$ cat config.mk
export PLATFORM = sky130hd
export DESIGN_NAME = sie_ram
export DESIGN_NICKNAME = d
export VERILOG_FILES = /design/src/sv/sie_ram.sv
export SDC_FILE = /design/constraint.sdc
export NUM_CORES = 2
export LEC_CHECK = 0
export BUFFER_PORTS_ARGS = -buffer_cell sky130_fd_sc_hd__buf_2
export CAP_MARGIN = 0
export CORE_ASPECT_RATIO = 0.9
export CORE_MARGIN = 2
export CORE_UTILIZATION = 45
export DETAILED_ROUTE_END_ITERATION = 16
export SYNTH_ARGS = -nofsm -noshare
export SYNTH_HDL_FRONTEND = slang
export SYNTH_SLANG_ARGS = --single-unit
$ cat constraint.sdc
create_clock -name aclk -period 5.5 [get_ports aclk]
set_clock_uncertainty 0.15 [all_clocks]
set_input_delay 0.275 -clock aclk [delete_from_list [all_inputs] [get_ports aclk]]
set_output_delay 0.275 -clock aclk [all_outputs]
set_load 0.01 [all_outputs]
$ cat src/sv/sie_ram.sv
// generic simple dual port ram with registered read
`timescale 1ns / 1ps
module sie_ram #(
    parameter int WIDTH = 8,
    parameter int DEPTH = 256
) (
    input  logic                     aclk,
    input  logic                     we,
    input  logic [$clog2(DEPTH)-1:0] waddr,
    input  logic [WIDTH-1:0]         wdata,
    input  logic [$clog2(DEPTH)-1:0] raddr,
    output logic [WIDTH-1:0]         rdata
);

    logic [WIDTH-1:0] mem [DEPTH];

    // write port and registered read port
    always_ff @(posedge aclk) begin
        if (we) begin
            mem[waddr] <= wdata;
        end
        rdata <= mem[raddr];
    end

endmodule

==> results.ini <==
[outcome]
outcome = complete, no violations

[power]
p_sw_uw = 6780
leakage_uw = 0.0270
ir_drop_mv = 0.317
switching_share_pct = 21.3
power_uw = 31800
power.clock.fraction_pct = 40.6
pwr-share-seq_pct = 54.4
intPower_uw = 25000
combPwrFrac_pct = 4.9
pwr_density_cell_mw_per_mm2 = 359

[global_route]
grt_use_met3_pct = 4.96
grt_pass1_wl_um = 286000
globalRouteMet2Util_pct = 33.3
overflow = 0
grt_pass1_vias = 38300
grt_usage_pct = 22.3
grt_max_degree = 174
gr-usage-met1_pct = 33.7
grt.busiest_layer = met1
antenna_found_initial = 11

[clock_network]
hold_buffers = 11
worst_skew_pair.late_latency_ns = 0.83
clockBufferDepth = 3
numCtsBuffers = 199
cts_resized = 0
htreeDepth = 4
clk_pin_slew_worst_paths_ns = 0.06
cts_tree = done
postCtsSetupBuffers = 0
cts.sinks = 2056
root_buffer = clkbuf_16

[setup_path]
crit_type = in2reg
cp-endpoint = mem[120][0]
worst-r2r-cell-count = 5
cp_max_fo = 13
cp-start-kind = input port
crit_chain = dlygate4sd3_1, buf_2, nor2b_1, nand3_2, nor2_1
cp_top_family = simple AND/OR/NAND/NOR gates
path_depth = 5
end_kind = register
r2r-end = rdata[7]
cpPeakStageDelay_ns = 1.09
crit_start = waddr[3]
r2r_start = mem[211][7]
critical_path.slowest_cell = nor2_1
worstPathArrival_ns = 3.83
cp_num_buf_inv = 2
required_ns = 5.77
regToRegSetupSlack_ns = 2.44

[sta]
worst_slew_pin_slew_ns = 1.31
finalSetupTns_ns = 0
rsz0062_at_grt = no
slew_violations = 0
max_slew_margin_pct = 12.0
fin_crit_sh_pct = 64.8
max_freq_ghz = 0.281
holdWs_ns = 0.0866
setup_viol = 0
finalHoldViolCount = 0
fin_crit_ns = 3.56

[synth]
syn_area_per_cell_sq_um = 21.3
synth_cell_type_count = 55
syn_area_sq_mm = 0.0796
synth_seq_cells = 2056
synth_edf_count = 2048
yosys_warnings = 0
synthesis.nets = 3759
async_flop_share_pct = 0
yosysSeqAreaShare_pct = 77.5
synth-main-ff-cell = edfxtp_1
syn_inst = 3733

[floorplanning]
rows = 146
core_sq_mm = 0.176
initial_core_util_pct = 45.3
dieArea_sq_mm = 0.180
pin_count = 34
die_width_um = 447
die_h_um = 403

[min_path]
hold_class = in2reg

[cells_and_area]
fin_nets = 3876
layout_common_cells = edfxtp_1, mux4_2, nor2_1
area_growth_pct = 11.4
drive_gt1_share_pct = 21.5
nFillCells = 13900
final_common_cell = edfxtp_1
finalNonFillerCells = 6380

[place]
place_inst = 6006
place.detailed.hpwl_um = 121000
port_buffers = 33
place.gp.congestion = 0.832

[routing]
drtIter0Drc = 4951
vias = 38700
post_drt_wl_per_cell_um = 31.4
viasPerCell = 6.07
drt_first_pass_iters = 8
drt-total-wl_um = 200000
drc_errors = 0
antenna_left = 0

[flow_run]
maxCapViolCount = 0

kinds of logic (layout without fill, tap and decap cells):
kind of cell	count (synthesis)	count (layout)	synth area share (%)
muxes	591	591	14.6
other	0	6	0
and+or+nand+nor	466	466	2.63
AOI/OAI and AO/OA	385	385	3.42
DFF	2056	2056	77.5
buffers and inverters	235	508	1.83
layout make-up:
class	count	area, sq um	share of cell area [%]
clock buffer	264	5330	6.02
tap	2368	2960	3.34
multi-input combinational	1442	16500	18.6
clock inverter	93	712	0.804
timing repair buffer	149	1400	1.58
inverter	2	7.51	0.00847
antenna	6	15.0	0.0169
sequential	2056	61700	69.6
worst min-delay path by stage:
stage | cells past startpoint | slack (ns) | endpoint | startpoint
3_3_place_gp | 1 | 0.61 | rdata[2] | rdata[2]
6_report | 3 | 0.09 | mem[147][4] | waddr[1]
2_1_floorplan | 0 | 0.22 | mem[0][0] | wdata[0]
3_5_place_dp | 1 | 0.60 | rdata[2] | rdata[2]
4_1_cts | 3 | 0.02 | mem[147][5] | waddr[1]
5_1_grt | 3 | 0.08 | mem[147][6] | waddr[1]
per-stage QoR:
stage	cell area, sq um	setup slack (ns)	util, %
2_1_floorplan	79600	3.14	-
3_3_place_gp	82400	1.41	46.9
3_5_place_dp	82400	1.37	46.9
4_1_cts	88600	2.07	50.4
5_1_grt	88600	1.80	50.4
6_report	88600	1.94	50.4
cell usage after synthesis, types with 13 or more instances:
cell      number  area share [%]
a211oi_1      16            0.15
buf_2         31            0.20
mux4_2       454              13
a21oi_1       96            0.60
edfxtp_1    2048              77
o221ai_1      46            0.51
nor2_1       282             1.3
a22oi_1      133             1.3
buf_1         22            0.10
nand2_1       33            0.16
a221oi_1      13            0.14
clkbuf_1     111            0.52
nand3_1       34            0.21
nor3_1        22            0.14
nor4_1        24            0.19
nor2b_1       31            0.24
o22ai_1       28            0.22
buf_4         27            0.25
mux2i_1      134             1.7
buf_6         21            0.30
buf_8         13            0.25
registers in the layout, indices dropped and copies added, names as in the netlist:
name,flops
mem,2048
rdata,8
routing by layer:
metal	vias to the layer above	share of wire [%]
li1	15900	-
met1	20800	43
met2	1793	46
met3	262	9.2
met4	2	2.2
met5	-	0.0060
power groups by stage:
| stage | registers, uW | logic (uW) | clock network [uW] |
|---|---|---|---|
| 2_1_floorplan | 17600 | 839 | 0 |
| 3_3_place_gp | 17600 | 1560 | 0 |
| 3_5_place_dp | 17600 | 1570 | 0 |
| 4_1_cts | 17300 | 1580 | 13100 |
| 5_1_grt | 17300 | 1660 | 13700 |
| 6_report | 17300 | 1570 | 12900 |
worst reg2reg max path, stage by stage (launching register included):
cell and delay (ns):
edfxtp_1 0.36, mux4_2 0.48, a22oi_1 0.49, a21oi_1 0.23, nor4_1 1.12, nor4_1 0.10
Power figures use the tool's default switching activity.
